<file path="src/sv/arrs_pkg.sv">
// shared types, codes and constants of the affinity round-robin scheduler
package arrs_pkg;

    localparam int FUNC_W   = 2;
    localparam int SLOT_W   = 6;
    localparam int CPU_W    = 2;
    localparam int STATUS_W = 2;
    localparam int QLEN_W   = 7;
    localparam int NUM_CPUS = 4;

    localparam logic [FUNC_W-1:0] FUNC_ENQ  = 2'd0;
    localparam logic [FUNC_W-1:0] FUNC_REM  = 2'd1;
    localparam logic [FUNC_W-1:0] FUNC_PICK = 2'd2;

    localparam logic [STATUS_W-1:0] STAT_DONE    = 2'd0;
    localparam logic [STATUS_W-1:0] STAT_IGNORED = 2'd1;
    localparam logic [STATUS_W-1:0] STAT_ERROR   = 2'd2;

    typedef enum logic [2:0] {
        ST_IDLE,
        ST_DECODE,
        ST_DROP,
        ST_SCAN_RD,
        ST_SCAN_AFF,
        ST_SCAN_CHK,
        ST_COMMIT,
        ST_RESULT
    } state_t;

    // controller to datapath
    typedef struct packed {
        logic                load_item;
        logic                set_status;
        logic [STATUS_W-1:0] status_code;
        logic                enq_commit;
        logic                rem_commit;
        logic                drop_start;
        logic                drop_step;
        logic                count_dec;
        logic                tail_write;
        logic                scan_start;
        logic                scan_rd;
        logic                scan_aff;
        logic                scan_hit;
        logic                scan_next;
        logic                pick_commit;
        logic                load_out;
    } dp_cmd_t;

    // datapath to controller
    typedef struct packed {
        logic [FUNC_W-1:0] func;
        logic              slot_ok;
        logic              runnable;
        logic              prev_idle;
        logic              cpu_ok;
        logic              drop_done;
        logic              scan_end;
        logic              hit;
        logic              out_busy;
    } dp_stat_t;

endpackage

</file>
<file path="src/sv/arrs_channels.sv">
// request and response channel interfaces
interface arrs_req_if
    import arrs_pkg::*;
();
    logic              valid;
    logic              ready;
    logic [FUNC_W-1:0] func;
    logic [SLOT_W-1:0] thread_slot;
    logic              fresh;
    logic              prev_is_idle;
    logic [CPU_W-1:0]  cpu_index;

    modport source (
        output valid, func, thread_slot, fresh, prev_is_idle, cpu_index,
        input  ready
    );
    modport sink (
        input  valid, func, thread_slot, fresh, prev_is_idle, cpu_index,
        output ready
    );
endinterface

interface arrs_rsp_if
    import arrs_pkg::*;
();
    logic                valid;
    logic                ready;
    logic [SLOT_W-1:0]   next_thread;
    logic                next_is_idle;
    logic [STATUS_W-1:0] status;
    logic [QLEN_W-1:0]   queue_length;

    modport source (
        output valid, next_thread, next_is_idle, status, queue_length,
        input  ready
    );
    modport sink (
        input  valid, next_thread, next_is_idle, status, queue_length,
        output ready
    );
endinterface

</file>
<file path="src/sv/arrs_ram.sv">
// generic simple dual-port ram with registered read
module arrs_ram #(
    parameter int WIDTH = 8,
    parameter int DEPTH = 64
) (
    input  logic                     clk,
    input  logic                     we,
    input  logic [$clog2(DEPTH)-1:0] waddr,
    input  logic [WIDTH-1:0]         wdata,
    input  logic                     re,
    input  logic [$clog2(DEPTH)-1:0] raddr,
    output logic [WIDTH-1:0]         rdata
);

    logic [WIDTH-1:0] mem [DEPTH];

    always_ff @(posedge clk)
    begin
        if (we)
        begin
            mem[waddr] <= wdata;
        end
        if (re)
        begin
            rdata <= mem[raddr];
        end
    end

endmodule

</file>
<file path="src/sv/arrs_ctrl.sv">
// sequencing state machine of the scheduler
module arrs_ctrl
    import arrs_pkg::*;
(
    input  logic     clk,
    input  logic     rst_n,
    input  logic     req_valid,
    output logic     req_ready,
    input  dp_stat_t stat,
    output dp_cmd_t  cmd
);

    state_t state_reg;
    state_t state_next;

    always_ff @(posedge clk or negedge rst_n)
    begin
        if (!rst_n)
        begin
            state_reg <= ST_IDLE;
        end
        else
        begin
            state_reg <= state_next;
        end
    end

    always_comb
    begin
        state_next = state_reg;
        cmd        = '0;
        req_ready  = 1'b0;
        case (state_reg)
            ST_IDLE:
            begin
                req_ready = 1'b1;
                if (req_valid)
                begin
                    cmd.load_item = 1'b1;
                    state_next    = ST_DECODE;
                end
            end
            ST_DECODE:
            begin
                case (stat.func)
                    FUNC_ENQ:
                    begin
                        if (!stat.slot_ok)
                        begin
                            cmd.set_status  = 1'b1;
                            cmd.status_code = STAT_ERROR;
                        end
                        else if (stat.runnable)
                        begin
                            cmd.set_status  = 1'b1;
                            cmd.status_code = STAT_IGNORED;
                        end
                        else
                        begin
                            cmd.enq_commit = 1'b1;
                        end
                        state_next = ST_RESULT;
                    end
                    FUNC_REM:
                    begin
                        if (!stat.slot_ok || !stat.runnable)
                        begin
                            cmd.set_status  = 1'b1;
                            cmd.status_code = STAT_ERROR;
                            state_next      = ST_RESULT;
                        end
                        else
                        begin
                            cmd.rem_commit = 1'b1;
                            cmd.drop_start = 1'b1;
                            state_next     = ST_DROP;
                        end
                    end
                    FUNC_PICK:
                    begin
                        if (!stat.cpu_ok)
                        begin
                            state_next = ST_COMMIT;
                        end
                        else if (!stat.prev_idle && stat.slot_ok && stat.runnable)
                        begin
                            cmd.drop_start = 1'b1;
                            state_next     = ST_DROP;
                        end
                        else
                        begin
                            cmd.scan_start = 1'b1;
                            state_next     = ST_SCAN_RD;
                        end
                    end
                    default:
                    begin
                        cmd.set_status  = 1'b1;
                        cmd.status_code = STAT_ERROR;
                        state_next      = ST_RESULT;
                    end
                endcase
            end
            ST_DROP:
            begin
                cmd.drop_step = 1'b1;
                if (stat.drop_done)
                begin
                    if (stat.func == FUNC_PICK)
                    begin
                        // previous thread goes back in at the tail
                        cmd.tail_write = 1'b1;
                        cmd.scan_start = 1'b1;
                        state_next     = ST_SCAN_RD;
                    end
                    else
                    begin
                        cmd.count_dec = 1'b1;
                        state_next    = ST_RESULT;
                    end
                end
            end
            ST_SCAN_RD:
            begin
                if (stat.scan_end)
                begin
                    state_next = ST_COMMIT;
                end
                else
                begin
                    cmd.scan_rd = 1'b1;
                    state_next  = ST_SCAN_AFF;
                end
            end
            ST_SCAN_AFF:
            begin
                cmd.scan_aff = 1'b1;
                state_next   = ST_SCAN_CHK;
            end
            ST_SCAN_CHK:
            begin
                if (stat.hit)
                begin
                    cmd.scan_hit = 1'b1;
                    state_next   = ST_COMMIT;
                end
                else
                begin
                    cmd.scan_next = 1'b1;
                    state_next    = ST_SCAN_RD;
                end
            end
            ST_COMMIT:
            begin
                cmd.pick_commit = 1'b1;
                state_next      = ST_RESULT;
            end
            ST_RESULT:
            begin
                if (!stat.out_busy)
                begin
                    cmd.load_out = 1'b1;
                    state_next   = ST_IDLE;
                end
            end
            default:
            begin
                state_next = ST_IDLE;
            end
        endcase
    end

endmodule

</file>
<file path="src/sv/arrs_dp.sv">
// datapath: item registers, thread flags, ready queue and affinity memories
module arrs_dp
    import arrs_pkg::*;
#(
    parameter int MAX_THREADS = 64
) (
    input  logic                clk,
    input  logic                rst_n,
    input  dp_cmd_t             cmd,
    output dp_stat_t            stat,
    input  logic [FUNC_W-1:0]   func,
    input  logic [SLOT_W-1:0]   thread_slot,
    input  logic                fresh,
    input  logic                prev_is_idle,
    input  logic [CPU_W-1:0]    cpu_index,
    input  logic                out_ready,
    output logic                out_valid,
    output logic [SLOT_W-1:0]   next_thread,
    output logic                next_is_idle,
    output logic [STATUS_W-1:0] status,
    output logic [QLEN_W-1:0]   queue_length
);

    localparam int IDX_W = $clog2(MAX_THREADS);
    localparam int CNT_W = $clog2(MAX_THREADS + 1);

    // latched item
    logic [FUNC_W-1:0] func_reg;
    logic [SLOT_W-1:0] slot_reg;
    logic              fresh_reg;
    logic              prev_idle_reg;
    logic [CPU_W-1:0]  cpu_reg;

    // per-thread flags
    logic [MAX_THREADS-1:0] runnable_reg, runnable_next;
    logic [MAX_THREADS-1:0] running_reg, running_next;
    logic [MAX_THREADS-1:0] unbound_reg, unbound_next;

    logic [CNT_W-1:0] count_reg, count_next;
    logic [CNT_W-1:0] ptr_reg, ptr_next;
    logic             drop_rv_reg, drop_rv_next;
    logic             drop_found_reg, drop_found_next;
    logic [IDX_W-1:0] drop_idx_reg;
    logic             found_reg, found_next;
    logic [IDX_W-1:0] pick_reg;
    logic [STATUS_W-1:0] status_reg;
    logic             out_valid_reg, out_valid_next;

    logic [SLOT_W-1:0]   out_thread_reg;
    logic                out_idle_reg;
    logic [STATUS_W-1:0] out_status_reg;
    logic [QLEN_W-1:0]   out_qlen_reg;

    logic [IDX_W-1:0] slot_idx;
    logic             slot_ok;
    logic             rd_more;
    logic [CNT_W-1:0] cnt_m1;
    logic             clear_prev;
    logic             is_pick;

    // ready queue memory
    logic             ord_we;
    logic [IDX_W-1:0] ord_waddr;
    logic [IDX_W-1:0] ord_wdata;
    logic             ord_re;
    logic [IDX_W-1:0] ord_q;

    // affinity memory
    logic             aff_we;
    logic [CPU_W-1:0] aff_q;

    assign slot_idx   = IDX_W'(slot_reg);
    assign slot_ok    = (32'(slot_reg) < MAX_THREADS);
    assign rd_more    = (ptr_reg < count_reg);
    assign cnt_m1     = count_reg - CNT_W'(1);
    assign is_pick    = (func_reg == FUNC_PICK);
    assign clear_prev = !prev_idle_reg && slot_ok && !(found_reg && (pick_reg == slot_idx));

    assign stat.func      = func_reg;
    assign stat.slot_ok   = slot_ok;
    assign stat.runnable  = slot_ok && runnable_reg[slot_idx];
    assign stat.prev_idle = prev_idle_reg;
    assign stat.cpu_ok    = (32'(cpu_reg) < NUM_CPUS);
    assign stat.drop_done = (ptr_reg == count_reg) && !drop_rv_reg;
    assign stat.scan_end  = (ptr_reg == count_reg);
    assign stat.hit       = !running_reg[ord_q] && (unbound_reg[ord_q] || (aff_q == cpu_reg));
    assign stat.out_busy  = out_valid_reg && !out_ready;

    // order memory write port: append, tail rewrite or shift down
    always_comb
    begin
        ord_we    = 1'b0;
        ord_waddr = count_reg[IDX_W-1:0];
        ord_wdata = slot_idx;
        if (cmd.enq_commit)
        begin
            ord_we = 1'b1;
        end
        else if (cmd.tail_write)
        begin
            ord_we    = 1'b1;
            ord_waddr = cnt_m1[IDX_W-1:0];
        end
        else if (cmd.drop_step && drop_rv_reg && drop_found_reg)
        begin
            ord_we    = 1'b1;
            ord_waddr = drop_idx_reg - IDX_W'(1);
            ord_wdata = ord_q;
        end
    end

    assign ord_re = (cmd.drop_step && rd_more) || cmd.scan_rd;
    assign aff_we = cmd.pick_commit && found_reg;

    arrs_ram #(
        .WIDTH (IDX_W),
        .DEPTH (MAX_THREADS)
    ) u_order_ram (
        .clk   (clk),
        .we    (ord_we),
        .waddr (ord_waddr),
        .wdata (ord_wdata),
        .re    (ord_re),
        .raddr (ptr_reg[IDX_W-1:0]),
        .rdata (ord_q)
    );

    arrs_ram #(
        .WIDTH (CPU_W),
        .DEPTH (MAX_THREADS)
    ) u_aff_ram (
        .clk   (clk),
        .we    (aff_we),
        .waddr (pick_reg),
        .wdata (cpu_reg),
        .re    (cmd.scan_aff),
        .raddr (ord_q),
        .rdata (aff_q)
    );

    always_comb
    begin
        runnable_next   = runnable_reg;
        running_next    = running_reg;
        unbound_next    = unbound_reg;
        count_next      = count_reg;
        ptr_next        = ptr_reg;
        drop_rv_next    = drop_rv_reg;
        drop_found_next = drop_found_reg;
        found_next      = found_reg;
        out_valid_next  = out_valid_reg;

        if (cmd.enq_commit)
        begin
            runnable_next[slot_idx] = 1'b1;
            if (fresh_reg)
            begin
                unbound_next[slot_idx] = 1'b1;
            end
            count_next = count_reg + CNT_W'(1);
        end
        if (cmd.rem_commit)
        begin
            runnable_next[slot_idx] = 1'b0;
        end
        if (cmd.count_dec)
        begin
            count_next = cnt_m1;
        end

        // queue pass: find the slot, then shift the rest down by one
        if (cmd.drop_step)
        begin
            drop_rv_next = rd_more;
            if (rd_more)
            begin
                ptr_next = ptr_reg + CNT_W'(1);
            end
            if (drop_rv_reg && !drop_found_reg && (ord_q == slot_idx))
            begin
                drop_found_next = 1'b1;
            end
        end
        if (cmd.drop_start)
        begin
            ptr_next        = '0;
            drop_rv_next    = 1'b0;
            drop_found_next = 1'b0;
        end
        if (cmd.scan_start)
        begin
            ptr_next = '0;
        end
        if (cmd.scan_next)
        begin
            ptr_next = ptr_reg + CNT_W'(1);
        end

        if (cmd.load_item)
        begin
            found_next = 1'b0;
        end
        if (cmd.scan_hit)
        begin
            found_next = 1'b1;
        end

        if (cmd.pick_commit)
        begin
            if (found_reg)
            begin
                running_next[pick_reg] = 1'b1;
                unbound_next[pick_reg] = 1'b0;
            end
            if (clear_prev)
            begin
                running_next[slot_idx] = 1'b0;
            end
        end

        if (cmd.load_out)
        begin
            out_valid_next = 1'b1;
        end
        else if (out_ready)
        begin
            out_valid_next = 1'b0;
        end
    end

    always_ff @(posedge clk or negedge rst_n)
    begin
        if (!rst_n)
        begin
            runnable_reg   <= '0;
            running_reg    <= '0;
            unbound_reg    <= '1;
            count_reg      <= '0;
            ptr_reg        <= '0;
            drop_rv_reg    <= 1'b0;
            drop_found_reg <= 1'b0;
            found_reg      <= 1'b0;
            out_valid_reg  <= 1'b0;
        end
        else
        begin
            runnable_reg   <= runnable_next;
            running_reg    <= running_next;
            unbound_reg    <= unbound_next;
            count_reg      <= count_next;
            ptr_reg        <= ptr_next;
            drop_rv_reg    <= drop_rv_next;
            drop_found_reg <= drop_found_next;
            found_reg      <= found_next;
            out_valid_reg  <= out_valid_next;
        end
    end

    // payload registers
    always_ff @(posedge clk)
    begin
        if (cmd.load_item)
        begin
            func_reg      <= func;
            slot_reg      <= thread_slot;
            fresh_reg     <= fresh;
            prev_idle_reg <= prev_is_idle;
            cpu_reg       <= cpu_index;
            status_reg    <= STAT_DONE;
        end
        if (cmd.set_status)
        begin
            status_reg <= cmd.status_code;
        end
        if (cmd.drop_step && rd_more)
        begin
            drop_idx_reg <= ptr_reg[IDX_W-1:0];
        end
        if (cmd.scan_hit)
        begin
            pick_reg <= ord_q;
        end
        if (cmd.load_out)
        begin
            out_thread_reg <= (is_pick && found_reg) ? SLOT_W'(pick_reg) : '0;
            out_idle_reg   <= is_pick && !found_reg;
            out_status_reg <= status_reg;
            out_qlen_reg   <= QLEN_W'(count_reg);
        end
    end

    assign out_valid    = out_valid_reg;
    assign next_thread  = out_thread_reg;
    assign next_is_idle = out_idle_reg;
    assign status       = out_status_reg;
    assign queue_length = out_qlen_reg;

endmodule

</file>
<file path="src/sv/affinity_round_robin_scheduler.sv">
// top level of the affinity round-robin scheduler
// Round-robin ready queue of thread slots with per-thread cpu affinity. Each
// request word is one operation: enqueue (func 0) appends a thread that is not
// yet runnable to the tail, remove (func 1) takes a runnable thread out of the
// queue, pick (func 2) rotates a runnable non-idle previous thread to the tail
// and hands cpu_index the first queued thread that is not running and is
// unbound or bound to that cpu, binding it there. Every request word gives
// exactly one response word. Requests are taken one at a time: req.ready is
// high only while the block waits for work, and the response sits in an
// output register so the next request can be taken while it waits for
// rsp.ready. Enqueue and every error or ignored case go from decode straight
// to the result; remove makes one pass over the order memory to close the
// gap, waits for the last read to land and then finishes; pick first rotates
// the previous thread the same way when it must, then scans the queue. Each
// scanned entry is one read of the order memory followed by a read of the
// affinity memory at that thread, each with a registered output, and then an
// eligibility check. A stalled rsp.ready can hold the block in its result
// state. No clearing pass after reset: flags reset in flip-flops and the
// queue is only read below its fill count.
module affinity_round_robin_scheduler
    import arrs_pkg::*;
#(
    parameter int MAX_THREADS = 64
) (
    input  logic       clk,
    input  logic       rst_n,
    arrs_req_if.sink   req,
    arrs_rsp_if.source rsp
);

    // command and status between sequencer and datapath
    dp_cmd_t  cmd;
    dp_stat_t stat;

    // request side handshake lives in the sequencer
    arrs_ctrl u_ctrl (
        .clk       (clk),
        .rst_n     (rst_n),
        .req_valid (req.valid),
        .req_ready (req.ready),
        .stat      (stat),
        .cmd       (cmd)
    );

    // response word is registered in the datapath
    arrs_dp #(
        .MAX_THREADS (MAX_THREADS)
    ) u_dp (
        .clk          (clk),
        .rst_n        (rst_n),
        .cmd          (cmd),
        .stat         (stat),
        .func         (req.func),
        .thread_slot  (req.thread_slot),
        .fresh        (req.fresh),
        .prev_is_idle (req.prev_is_idle),
        .cpu_index    (req.cpu_index),
        .out_ready    (rsp.ready),
        .out_valid    (rsp.valid),
        .next_thread  (rsp.next_thread),
        .next_is_idle (rsp.next_is_idle),
        .status       (rsp.status),
        .queue_length (rsp.queue_length)
    );

endmodule

</file>
<file path="src/flat_wrapper.sv">
// flat-port wrapper written by rule: the top's interface ports become plain ports
module affinity_round_robin_scheduler_flat import arrs_pkg::*;
#(
    parameter int MAX_THREADS = 64
)
  (clk, rst_n, req_valid, req_func, req_thread_slot, req_fresh, req_prev_is_idle, req_cpu_index, req_ready, rsp_valid, rsp_next_thread, rsp_next_is_idle, rsp_status, rsp_queue_length, rsp_ready);
  arrs_req_if req_i ();
  arrs_rsp_if rsp_i ();
  input  logic clk;
  input  logic rst_n;
  input wire logic [$bits(req_i.valid)-1:0] req_valid;
  input wire logic [$bits(req_i.func)-1:0] req_func;
  input wire logic [$bits(req_i.thread_slot)-1:0] req_thread_slot;
  input wire logic [$bits(req_i.fresh)-1:0] req_fresh;
  input wire logic [$bits(req_i.prev_is_idle)-1:0] req_prev_is_idle;
  input wire logic [$bits(req_i.cpu_index)-1:0] req_cpu_index;
  output wire logic [$bits(req_i.ready)-1:0] req_ready;
  output wire logic [$bits(rsp_i.valid)-1:0] rsp_valid;
  output wire logic [$bits(rsp_i.next_thread)-1:0] rsp_next_thread;
  output wire logic [$bits(rsp_i.next_is_idle)-1:0] rsp_next_is_idle;
  output wire logic [$bits(rsp_i.status)-1:0] rsp_status;
  output wire logic [$bits(rsp_i.queue_length)-1:0] rsp_queue_length;
  input wire logic [$bits(rsp_i.ready)-1:0] rsp_ready;
  assign req_i.valid = req_valid;
  assign req_i.func = req_func;
  assign req_i.thread_slot = req_thread_slot;
  assign req_i.fresh = req_fresh;
  assign req_i.prev_is_idle = req_prev_is_idle;
  assign req_i.cpu_index = req_cpu_index;
  assign req_ready = req_i.ready;
  assign rsp_valid = rsp_i.valid;
  assign rsp_next_thread = rsp_i.next_thread;
  assign rsp_next_is_idle = rsp_i.next_is_idle;
  assign rsp_status = rsp_i.status;
  assign rsp_queue_length = rsp_i.queue_length;
  assign rsp_i.ready = rsp_ready;
  affinity_round_robin_scheduler #(.MAX_THREADS(MAX_THREADS)) u_core (.clk(clk), .rst_n(rst_n), .req(req_i), .rsp(rsp_i));
endmodule
</file>
<file path="config.mk">
export PLATFORM = sky130hd
export DESIGN_NAME = affinity_round_robin_scheduler_flat
export DESIGN_NICKNAME = d
export VERILOG_FILES = /design/src/sv/arrs_pkg.sv /design/src/sv/arrs_channels.sv /design/src/sv/arrs_ram.sv /design/src/sv/arrs_ctrl.sv /design/src/sv/arrs_dp.sv /design/src/sv/affinity_round_robin_scheduler.sv /design/src/flat_wrapper.sv
export SDC_FILE = /design/constraint.sdc
export NUM_CORES = 1
export LEC_CHECK = 0
export BUFFER_PORTS_ARGS = -buffer_cell sky130_fd_sc_hd__buf_4
export CORE_ASPECT_RATIO = 0.6
export CORE_MARGIN = 2
export CORE_UTILIZATION = 45
export CTS_CLUSTER_SIZE = 20
export DETAILED_ROUTE_END_ITERATION = 8
export PLACE_DENSITY = 0.69
export SYNTH_ARGS = -nofsm -noshare
export SYNTH_HDL_FRONTEND = slang
export SYNTH_SLANG_ARGS = --single-unit
</file>
<file path="constraint.sdc">
create_clock -name clk -period 9.5 [get_ports clk]
set_input_delay 1.425 -clock clk [delete_from_list [all_inputs] [get_ports clk]]
set_output_delay 1.425 -clock clk [all_outputs]
set_load 0.03 [all_outputs]
</file>
# Yosys cells after proc, flatten, opt, wreduce, memory -nomap -nowiden
# Memory sizes are Yosys's and may differ from the RTL's. A register that Yosys moved wholly into a read port is not among the register bits.
# Index checks and enable logic that the tools add are counted.
# op_classes
add_sub_neg	4
n_lt_le_gt_ge	6
eq_ne	16
mux	89
bitwise	8
n_reduce_logical	38
# op_table
cell	count
two-way mux 64 bit	9
AND 64 bit	3
bitwise OR 64 bit	3
NOT 64 bit	2
two-way mux 7 bit	7
two-way mux 6 bit	7
two-way mux 1 bit	40
two-way mux 3 bit	10
case mux 3 bit (8 select lines)	1
< comparator 6 x 7 -> 1 bit, second input constant	3
binary-select mux 1 bit (select 6 bit)	3
logical AND 1 bit	16
adder 7 x 1 -> 7 bit, second input constant	2
demux 1 bit (select 6 bit)	2
== test 3 bit, second input constant	4
== test 6 bit	2
>= comparator 6 x 1 -> 1 bit, second input constant	2
two-way mux 2 bit	6
nonzero test 2 bit	6
case mux 3 bit (3 select lines)	1
nonzero test 4 bit	2
== test 7 bit	1
zero test 1 bit	7
< comparator 7 bit	1
16 further kinds	21
# totals
reg_bits	255
ramBits	512
output_inout_bits	18
wordCells	185
mem_count	2
# mem_list
name	words	word_bits	rd	rd_clocked_by_memory_dff	wr	line_no	source
u_core.u_dp.u_order_ram.mem	64	6	1	1	1	arrs_ram.sv:15	logic [WIDTH-1:0] mem [DEPTH];
u_core.u_dp.u_aff_ram.mem	64	2	1	1	1	arrs_ram.sv:15	

# Longest topological paths before layout
# Gate-level depths: netlist (run 1).
# logic_depth
word_depth	11
depth_mapped	13
depth_no_buf	10

# Cells and area by module
# Synthesis (run 1) repeated with hierarchy kept, for this count alone.
# unflattened
hier_cells	2302
hier_area_um2	33574.7
# by_module_without_submodules
mod	n_inst	cells_per_inst	area_each_um2	seq_area_each_um2
arrs_ram at u_core.u_dp.u_order_ram	1	720	15285.9	11711.2
arrs_dp	1	1188	12361.9	6596.3
arrs_ram at u_core.u_dp.u_aff_ram	1	324	5417.7	3903.7
arrs_ctrl	1	70	509.2	75.1

# Least setup slack after synthesis (run 1)
# Ideal clock, no wire load.
# synth_timing
path_type	flip-flop to flip-flop
from	register u_core.u_ctrl.state_reg[0]
to	memory u_core.u_dp.u_order_ram.mem[0][1] in the netlist's numbering (data pin)
setup_time_ps	702
t_arrival_ps	3808
path_slack_ps	4990
stages_incl_launch_ff	6
synth_period_minus_slack_ps	4510
path_cell_list	dfrtp_1 clkbuf_1 nor3b_1 nand3_1 clkbuf_1 o21ai_0
# synth_via
elab_chain_len	7
elab_cells_between_ends	9
# synth_lines
element	line_no	source
start, declared	arrs_ctrl.sv:13	state_t state_reg;
start signal, assigned	arrs_ctrl.sv:24	state_reg <= state_next;
== test 3 x 2 -> 1 bit	arrs_ctrl.sv:33	case (state_reg)
two-way mux 3 bit	arrs_ctrl.sv:33	
logical AND 1 bit (2 in a row)	arrs_dp.sv:104	else if (cmd.drop_step && drop_rv_reg && drop_found_reg)
two-way mux 6 bit	arrs_dp.sv:104	
two-way mux 6 bit	arrs_dp.sv:99	else if (cmd.tail_write)
two-way mux 6 bit (*)	arrs_dp.sv:95	if (cmd.enq_commit)
named net u_core.u_dp.ord_wdata[1]	arrs_dp.sv:64	logic [IDX_W-1:0] ord_wdata;
end, declared	arrs_ram.sv:15	
# The timed path passes the listed nets; every way through them passes the cells marked *.

# Final worst setup path (run 1)
# layout_timing
from	register u_core.u_ctrl.state_reg[1]
to	memory u_core.u_dp.u_order_ram.mem[19][4] in the netlist's numbering, enable pin
# layout_via
elab_chain_len	9
elab_cells_between_ends	14
# layout_lines
element	line_no	source
== test 3 x 2 -> 1 bit	arrs_ctrl.sv:33	
two-way mux 3 bit	arrs_ctrl.sv:33	
logical AND 1 bit (2 in a row)	arrs_dp.sv:104	
two-way mux 1 bit	arrs_dp.sv:104	
two-way mux 1 bit	arrs_dp.sv:99	
two-way mux 1 bit	arrs_dp.sv:95	
two-way mux 1 bit	arrs_ram.sv:19	if (we)
two-way mux 1 bit (not written as such)	arrs_ram.sv:21	mem[waddr] <= wdata;
# Several ways; a longest one is shown, not always the timed one.

==> results.txt, run 1 <==
The number of clock buffers added by TritonCTS is 72. The critical path is of the register to register type. The total power draw came out at 9.868 mW.

TritonCTS built the clock tree. In this run the worst hold path is classified as register to register. The headroom to the max-slew limit is 14.89%. The synthesized design spends more area on one cell type than any other, namely edfxtp_1. The number of setup buffers added after CTS came out at 0. For the worst setup path, the data required time is 9740 ps. The internal power is 6.785 mW. The final-layout fill cell count came out at 5,820. The sequential-to-total area share from yosys stat is 67.96%.

In this run the clock root is driven by a clkbuf_16. The wire length per cell came out at 27.56 um. The average instance area after synthesis came out at 15.96 um^2. The static leakage is 12.42 nW.

After floorplanning, the core was divided into 76 placement rows. Counting cells, the worst reg-to-reg path comes to 7. The sum of negative setup slack is 0 ps.

The synthesis-to-layout area growth is 11.01%. The flow ran to the end, and the final reports show no timing, DRC or antenna violations. In this run, distinct cell masters in the synthesized netlist total 70. The wire length of the first global-routing pass came out at 126,700 um. The highest achievable clock rate came out at 0.1991 GHz. The worst setup path is launched from a register. The vertical die dimension came out at 213.1 um. The register with the most flip-flops is u_core.u_dp.u_order_ram.mem. Entering global routing, the biggest net connects 107 pins. The maximum count of clock buffers along a single path came out at 3.

The count of final hold-check violations is 0. The detailed-routing iteration count for the pre-antenna-repair pass came out at 6. Once the floorplan was initialized, standard cells occupied 45.61% of the core. The worst hold path terminates at u_core.u_dp.status[0].

The via count of the first global-routing pass is 19,050. The combinational power share is 27.4%. The clock insertion delay at the later pin of the skew report is 640 ps.

The final instance area is 0.03640 mm^2. The global-route total usage across every layer is 22.96%. The post-synthesis instance area came out at 0.03279 mm^2. The reported net switching power came out at 3.083 mW. After detailed routing, the number of vias per cell comes to 6.316.

The post-route netlist has 22.15% of its cells at a drive strength greater than 1. The minimum setup slack among reg-to-reg paths came out at 4480 ps. The H-tree was split into 3 levels.

Summed over all layers, the routed wires come to 85,360 um. Once the clock tree was built, the resizer swapped 0 gates to a different size. The area inside the core boundary came out at 0.07189 mm^2.

The net count after synthesis is 2,085. The flip-flop count of the largest register after layout came out at 384. On the final layout, the worst clock skew is 36.83 ps. The synthesis-stage register bit count came out at 775. The end of the worst register-to-register path is u_core.u_dp.u_order_ram.mem[19][4]. The proportion of total power due to net switching is 31.24%. The area after detailed placement came out at 0.03405 mm^2. The startpoint identified for the worst register-to-register timing path is u_core.u_ctrl.state_reg[1]. Hold repair after CTS inserted 0 buffers. Ranked by total cell area, the synthesized netlist is headed by edfxtp_1, mux4_2, dfrtp_1. The number of top-level pins is 34.

The total congestion overflow after global routing came out at 0. Setup repair after global routing left no endpoint under its margin. The number of clock sinks is 775. STA classifies the critical path endpoint as a register. The slew at the pin closest to its max-slew limit came out at 1267 ps. For this run, the number of Yosys warnings is 0. The number of setup violations in the final report came out at 0. The die boundary width came out at 352.5 um. In this run, the number of DRC markers left after iteration 0 of detailed routing was 2,847.

The post-route antenna net violation count came out at 0. The proportion of power drawn by flip-flops and latches is 42.9%. The number of cells produced by synthesis is 2,054. The net count of the finished layout is 2,096. For this block, the via count after detailed routing is 19,560. The area of the die is 0.07512 mm^2. At the end of routability-driven placement, the weighted congestion stood at 0.8838. In this run the most critical hold path is launched from u_core.u_dp.status_reg[0]. The number of cells on the worst hold path came out at 0. For this run, design rule violations remaining after detail routing come to 0.

The largest fanout on the critical path came out at 16. The most frequently used flop master after synthesis is edfxtp_1. The clock period minus worst slack is 5022 ps. The number of pins exceeding their max-slew limit in the final report is 0. The register clock-pin slew on the reported worst setup and hold paths came out at 70 ps. The number of antenna violations at the first check in global routing was 1. The count of port buffers added during placement is 33. The power density relative to cell area came out at 271.1 mW/mm^2.

The clock network fraction of design power came out at 29.7%. The number of enable flip-flop cells after synthesis is 562. After synthesis, the largest area contributor takes up 51.47% of total cell area. The antenna diode count came out at 0. The final period utilization came out at 52.87%. The post-route core utilization is 50.64%.

The maximum resistive drop on vdd came out at 0.1477 mV. The post-DP HPWL is 55,380 um. The share of synthesized flip-flops with an asynchronous set or reset came out at 27.48%.

At the worst endpoint, the arrival time is 5260 ps. The largest registers in the layout are u_core.u_dp.u_order_ram.mem: 384 flops, u_core.u_dp.u_aff_ram.mem: 128 flops. The count of maximum capacitance violations came out at 0.
## Yosys cell counts, types with 5 or more instances
master / instances
a211oi_1: 6
or3b_2: 6
nand3_1: 24
nand2b_1: 7
and3_1: 13
nor2_1: 260
edfxtp_1: 562
a22oi_1: 5
xnor2_1: 11
inv_1: 27
mux2i_1: 32
o32a_1: 64
dfstp_2: 64
mux4_2: 201
or3_1: 10
o211ai_1: 11
nand2_1: 58
nand3b_1: 12
ha_1: 15
nor2b_1: 14
xor2_1: 14
a21oi_1: 213
dfrtp_1: 149
clkbuf_1: 66
o21ai_0: 17
nor3_1: 40
buf_1: 23
and2_1: 7
a21o_1: 9
buf_2: 39
## metrics by stage
stage	setup WS [ps]	hold WS (ps)	std cells
after global placement	4617	405.6	2966
final	4478	406.1	3097
after detailed placement	4574	404.5	2966
after CTS	4565	414.4	3097
after global routing	4112	427.2	3097
after floorplan	4990	400.3	2054
## power groups by stage
stage / Sequential, mW / Clock (mW) / Combinational (mW)
after floorplan: 4.18 / 0 / 1.90
after global placement: 4.28 / 0 / 2.62
after detailed placement: 4.29 / 0 / 2.67
after CTS: 4.23 / 2.97 / 2.68
after global routing: 4.26 / 3.10 / 2.86
final: 4.24 / 2.93 / 2.70
## routing by layer
metal	vias up	global-route usage [%]	routed length, um
li1	8089	-	-
met1	10100	35.66	37880
met2	1256	28.81	33180
met3	121	10.75	12930
met4	0	4.716	1372
met5	-	0	0
## kinds of logic after synthesis
| kind of cell | share of synthesized area (%) |
|---|---|
| DFF | 67.96 |
| muxes | 14.92 |
| AOI/OAI and AO/OA | 7.200 |
| xor gates and xnor gates | 0.6677 |
| and+or+nand+nor | 6.590 |
| adders and majority gates | 0.5723 |
| buffers and inverters | 2.087 |
## critical path, stage by stage (launching register included)
cell,delay (ps)
dfrtp_1,630
nor3b_1,550
nand3_1,720
mux2_2,540
a221oi_1,690
nor2b_1,260
nand2_1,220
nor3_1,1010
## placed cells by master (no fill, tap or decap), types with 6 or more instances in the layout
cell         n
edfxtp_1   562
nor2_1     260
a21oi_1    212
mux4_2     201
dfrtp_1    147
clkbuf_16   74
buf_4       70
o32a_1      64
dfstp_2     64
nand2_1     57
nor3_1      40
mux2i_1     32
inv_1       27
nand3_1     24
ha_1        15
nor2b_1     14
xor2_1      14
clkinv_1    13
and3_1      13
clkinv_2    13
clkbuf_1    13
nand3b_1    12
o21ai_0     12
o211ai_1    11
xnor2_1     11
or3_1       10
a21o_1       9
nand2b_1     7
bufinv_16    7
a211oi_1     6
or3b_2       6
and2_1       6
## final cells by class
class / instances / area, um^2 / share of cell area (%)
clock buffer: 91 / 1956 / 5.372
clock inverter: 40 / 392.9 / 1.079
inverter: 29 / 108.9 / 0.2990
multi-input combinational: 1116 / 9891 / 27.17
sequential: 775 / 22290 / 61.24
tap: 975 / 1220 / 3.351
timing repair buffer: 71 / 539.3 / 1.481
## worst max path at each step
stage                                     from                                 end  slack [ps]  cells after the start
floorplan           u_core.u_ctrl.state_reg[0]   u_core.u_dp.u_order_ram.mem[0][1]        4990                      5
global placement    u_core.u_ctrl.state_reg[1]  u_core.u_dp.u_order_ram.mem[19][4]        4620                      7
detailed placement  u_core.u_ctrl.state_reg[1]  u_core.u_dp.u_order_ram.mem[17][4]        4570                      7
CTS                 u_core.u_ctrl.state_reg[1]  u_core.u_dp.u_order_ram.mem[17][4]        4570                      7
global route        u_core.u_ctrl.state_reg[1]  u_core.u_dp.u_order_ram.mem[19][1]        4110                      7
finish              u_core.u_ctrl.state_reg[1]  u_core.u_dp.u_order_ram.mem[19][4]        4480                      7
(Power assumes the default switching activity.)
==> run 2: changes to the inputs <==
ABC_AREA = 1   (was default)
PLACE_DENSITY = 0.71   (was 0.69)
clock period = 4.2 ns   (was 9.5 ns; I/O delays follow)
==> run 2 against run 1 <==
Effect of this change:
- first-iteration DRC count rose by 42%
- highest routed layer is now met5
- critical path depth rose by 8
- cell area up 6.0%
- area after synthesis up 5.9%
- routed wire length grew 21%
==> results.txt, run 2 <==
The flow ran to the end, and the final reports show no timing, DRC or antenna violations. The number of top-level pins is 34. In this run the worst hold path is classified as input port to asynchronous set/reset pin. The area of the die came out at 0.07948 mm^2.

The count of final hold-check violations is 0. The multi-input logic area is 0.01019 mm^2. In the final layout, the registers with the most flip-flops are u_core.u_dp.u_order_ram.mem: 384 flops, u_core.u_dp.u_aff_ram.mem: 128 flops. The capturing element type of the critical path is a register. The number of warnings issued by yosys came out at 0.

The post-synthesis instance area came out at 0.03473 mm^2. The average instance area after synthesis came out at 10.16 um^2. The floorplan row count is 78.

The most frequently used flop master after synthesis is edfxtp_1. For the worst setup path, the data required time is 4460 ps. The number of clock sinks came out at 775.

The maximum resistive drop on vdd is 0.8607 mV. The post-DP HPWL is 67,010 um. The number of setup violations in the final report is 0. The library cells used most frequently in the layout, excluding fill and tap cells, are edfxtp_1, nor2_1, nand2_1, inv_1, o21ai_0.

In this run the remaining antenna-violating nets after routing total 0. Setup slack on the critical path of the routed design comes to 339.6 ps. Dividing total power by cell area gives a power density of 608.0 mW/mm^2. The worst clock skew came out at 32.23 ps.

The synthesis-stage register bit count is 775. The synthesis-to-layout area growth is 11.15%. By count the netlist is led by edfxtp_1, nor2_1, nand2_1. The static leakage came out at 14.71 nW.

The clock period minus worst slack is 3860 ps. By area the synthesized netlist is led by edfxtp_1, dfrtp_1, nor2_1. In the final routed layout, each cell accounts on average for 23.03 um. The register with the most flip-flops is u_core.u_dp.u_order_ram.mem. The largest fanout on the critical path is 10. The number of levels in the clock H-tree is 3. The final period utilization is 91.91%.

The register area came out at 0.02229 mm^2. Global routing consumed, over all layers together, 25.92% of the routing resources. The initial detailed-routing violation count came out at 4,046.

Buffers inserted during clock tree synthesis total 73. The wire length of the first global-routing pass came out at 154,700 um. The placer congestion estimate is 0.9545. The quantity of gates resized following cts is 0. The die is 219.2 um tall. The first TritonRoute pass finished after 6 iterations.

From left edge to right edge, the die measures 362.6 um. The post-route netlist has 10.37% of its cells at a drive strength greater than 1. The most area-hungry cell type in the Yosys netlist is edfxtp_1. The total congestion overflow after global routing came out at 0.

Once the floorplan was initialized, standard cells occupied 45.74% of the core. Setup repair after global routing left no endpoint under its margin. Synthesis produced a netlist with a net count of 3,450. The flip-flop count of the largest register after layout is 384. The critical path is of the register to register type. Summed over its instances, the top area cell type makes up 48.60% of the synthesized netlist area. The detail-routed via count per cell came out at 5.900. The signal arrival time at the worst endpoint is 4120 ps. The highest achievable clock rate came out at 0.2590 GHz.

The library cell used most frequently in the layout, excluding fill and tap cells, is edfxtp_1. The final-layout fill cell count is 6,683. The register clock-pin slew on the reported worst setup and hold paths is 70 ps. The clock insertion delay at the later pin of the skew report is 650 ps. The repair_antennas step left the layout with diodes totalling 0. The number of antenna violations at the first check in global routing is 1. The maximum count of clock buffers along a single path came out at 3. Wires add up to 103,200 um. The worst setup slack after placement came out at 478.7 ps. The sequential-to-total area share from yosys stat came out at 64.18%. Synthesis handed over a netlist of 3,419 instances.

The number of enable flip-flop cells after synthesis came out at 562. The via count of the first global-routing pass is 24,060. Input and output buffers added on the ports amount to 33. After routing, the total negative slack on setup checks comes to 0 ps.

Hold repair after CTS inserted 0 buffers. TritonCTS built the clock tree. The count of maximum capacitance violations came out at 0. The root buffer cell is clkbuf_16. The largest net degree at the start of global routing is 197.

The number of setup buffers added after CTS came out at 0. The share of synthesized flip-flops with an asynchronous set or reset came out at 27.48%. After the last flow step, the layout net total stands at 3,453. The slew at the pin closest to its max-slew limit is 1286 ps. In the routed design, unresolved DRC markers number 0. Excluding fillers, the count of instances in the completed layout stands at 4,481. The final route contains 26,440 vias. The most common cell in the netlist is edfxtp_1. The number of distinct standard cells referenced by the synthesized netlist came out at 45. In this run the tightest slew margin relative to its limit is 13.94%. The total area inside the core boundary comes to 0.07593 mm^2. The instance count after placement with tap cells included came out at 4,347. The number of pins exceeding their max-slew limit in the final report is 0.

The worst setup path is launched from a register.
run 2: cell types whose count changed after synthesis, moves of 43 or more:
cell	previous run	this run
mux4_2	201	0
o32a_1	64	0
o22ai_1	3	127
inv_1	27	392
o32ai_1	2	64
nand3_1	24	227
o21ai_1	3	46
a21oi_1	213	82
nand2_1	58	470
nor2_1	260	513
clkbuf_1	66	144
o21ai_0	17	314
run 2: where the power goes:
group / internal (mW) / switching, mW / total, mW / leakage, nW
combinational: 1.94 / 5.62 / 7.55 / 5.79
sequential: 8.85 / 0.352 / 9.20 / 7.76
clock: 3.77 / 2.94 / 6.71 / 1.16
run 2: final cells by class:
class                   instances  share of cell area (%)
flip-flops and latches        775                   57.75
multi-input cells            2050                   26.39
clock buffers                 101                   5.242
inverters                     408                   3.987
well taps                    1000                   3.242
repair buffers                114                   2.431
clock inverters                33                  0.9530
run 2: cell families after synthesis:
group           synth area share (%)
simple gates                   15.89
compound gates                 12.14
flops                          64.18
buf+inv                        6.727
xor+xnor                      0.5296
fa+ha+maj                     0.5404
run 2: critical path, stage by stage (launching register included):
cell and delay [ps]:
dfrtp_1 470, inv_1 150, ha_1 300, nand2_1 60, inv_1 50, nand3_1 90
nor3b_2 240, nand2_1 120, inv_2 80, nand3_1 90, buf_4 200, nand2_1 80
o21ai_2 120, nor3_1 340, nand2_1 430, nor2_1 620
run 2: final timing paths:
kind / start / to / slack, ps / cells past startpoint
max in group asynchronous: rst_n / u_core.u_dp.unbound_reg[55] / 3220 / 2
worst max-delay path: u_core.u_dp.count_reg[5] / u_core.u_dp.u_order_ram.mem[21][2] / 340 / 15
min in group clk: req_func[1] / u_core.u_dp.func_reg[1] / 170 / 1
worst max register to register: u_core.u_dp.count_reg[5] / u_core.u_dp.u_order_ram.mem[21][2] / 340 / 15
worst min register to register: u_core.u_dp.status_reg[0] / u_core.u_dp.status[0] / 430 / 0
worst min-delay path: rst_n / u_core.u_dp.running_reg[19] / 90 / 1
run 2: layer usage:
metal	up-vias	track usage (%)	wire, um
li1	11810	-	-
met1	12740	42.79	47810
met2	1725	31.29	37350
met3	165	9.186	16140
met4	4	5.546	1873
met5	-	0	23
run 2: metrics by stage:
step | hold slack (ps) | power (mW) | cell area (um^2) | utilization, %
after floorplan | 334.4 | 13.81 | 34730 | -
after global placement | 411.1 | 16.54 | 36210 | 47.69
after detailed placement | 411.7 | 16.60 | 36210 | 47.69
after CTS | 91.95 | 23.26 | 38600 | 50.84
after global routing | 138.8 | 24.42 | 38600 | 50.84
final | 92.91 | 23.47 | 38600 | 50.84
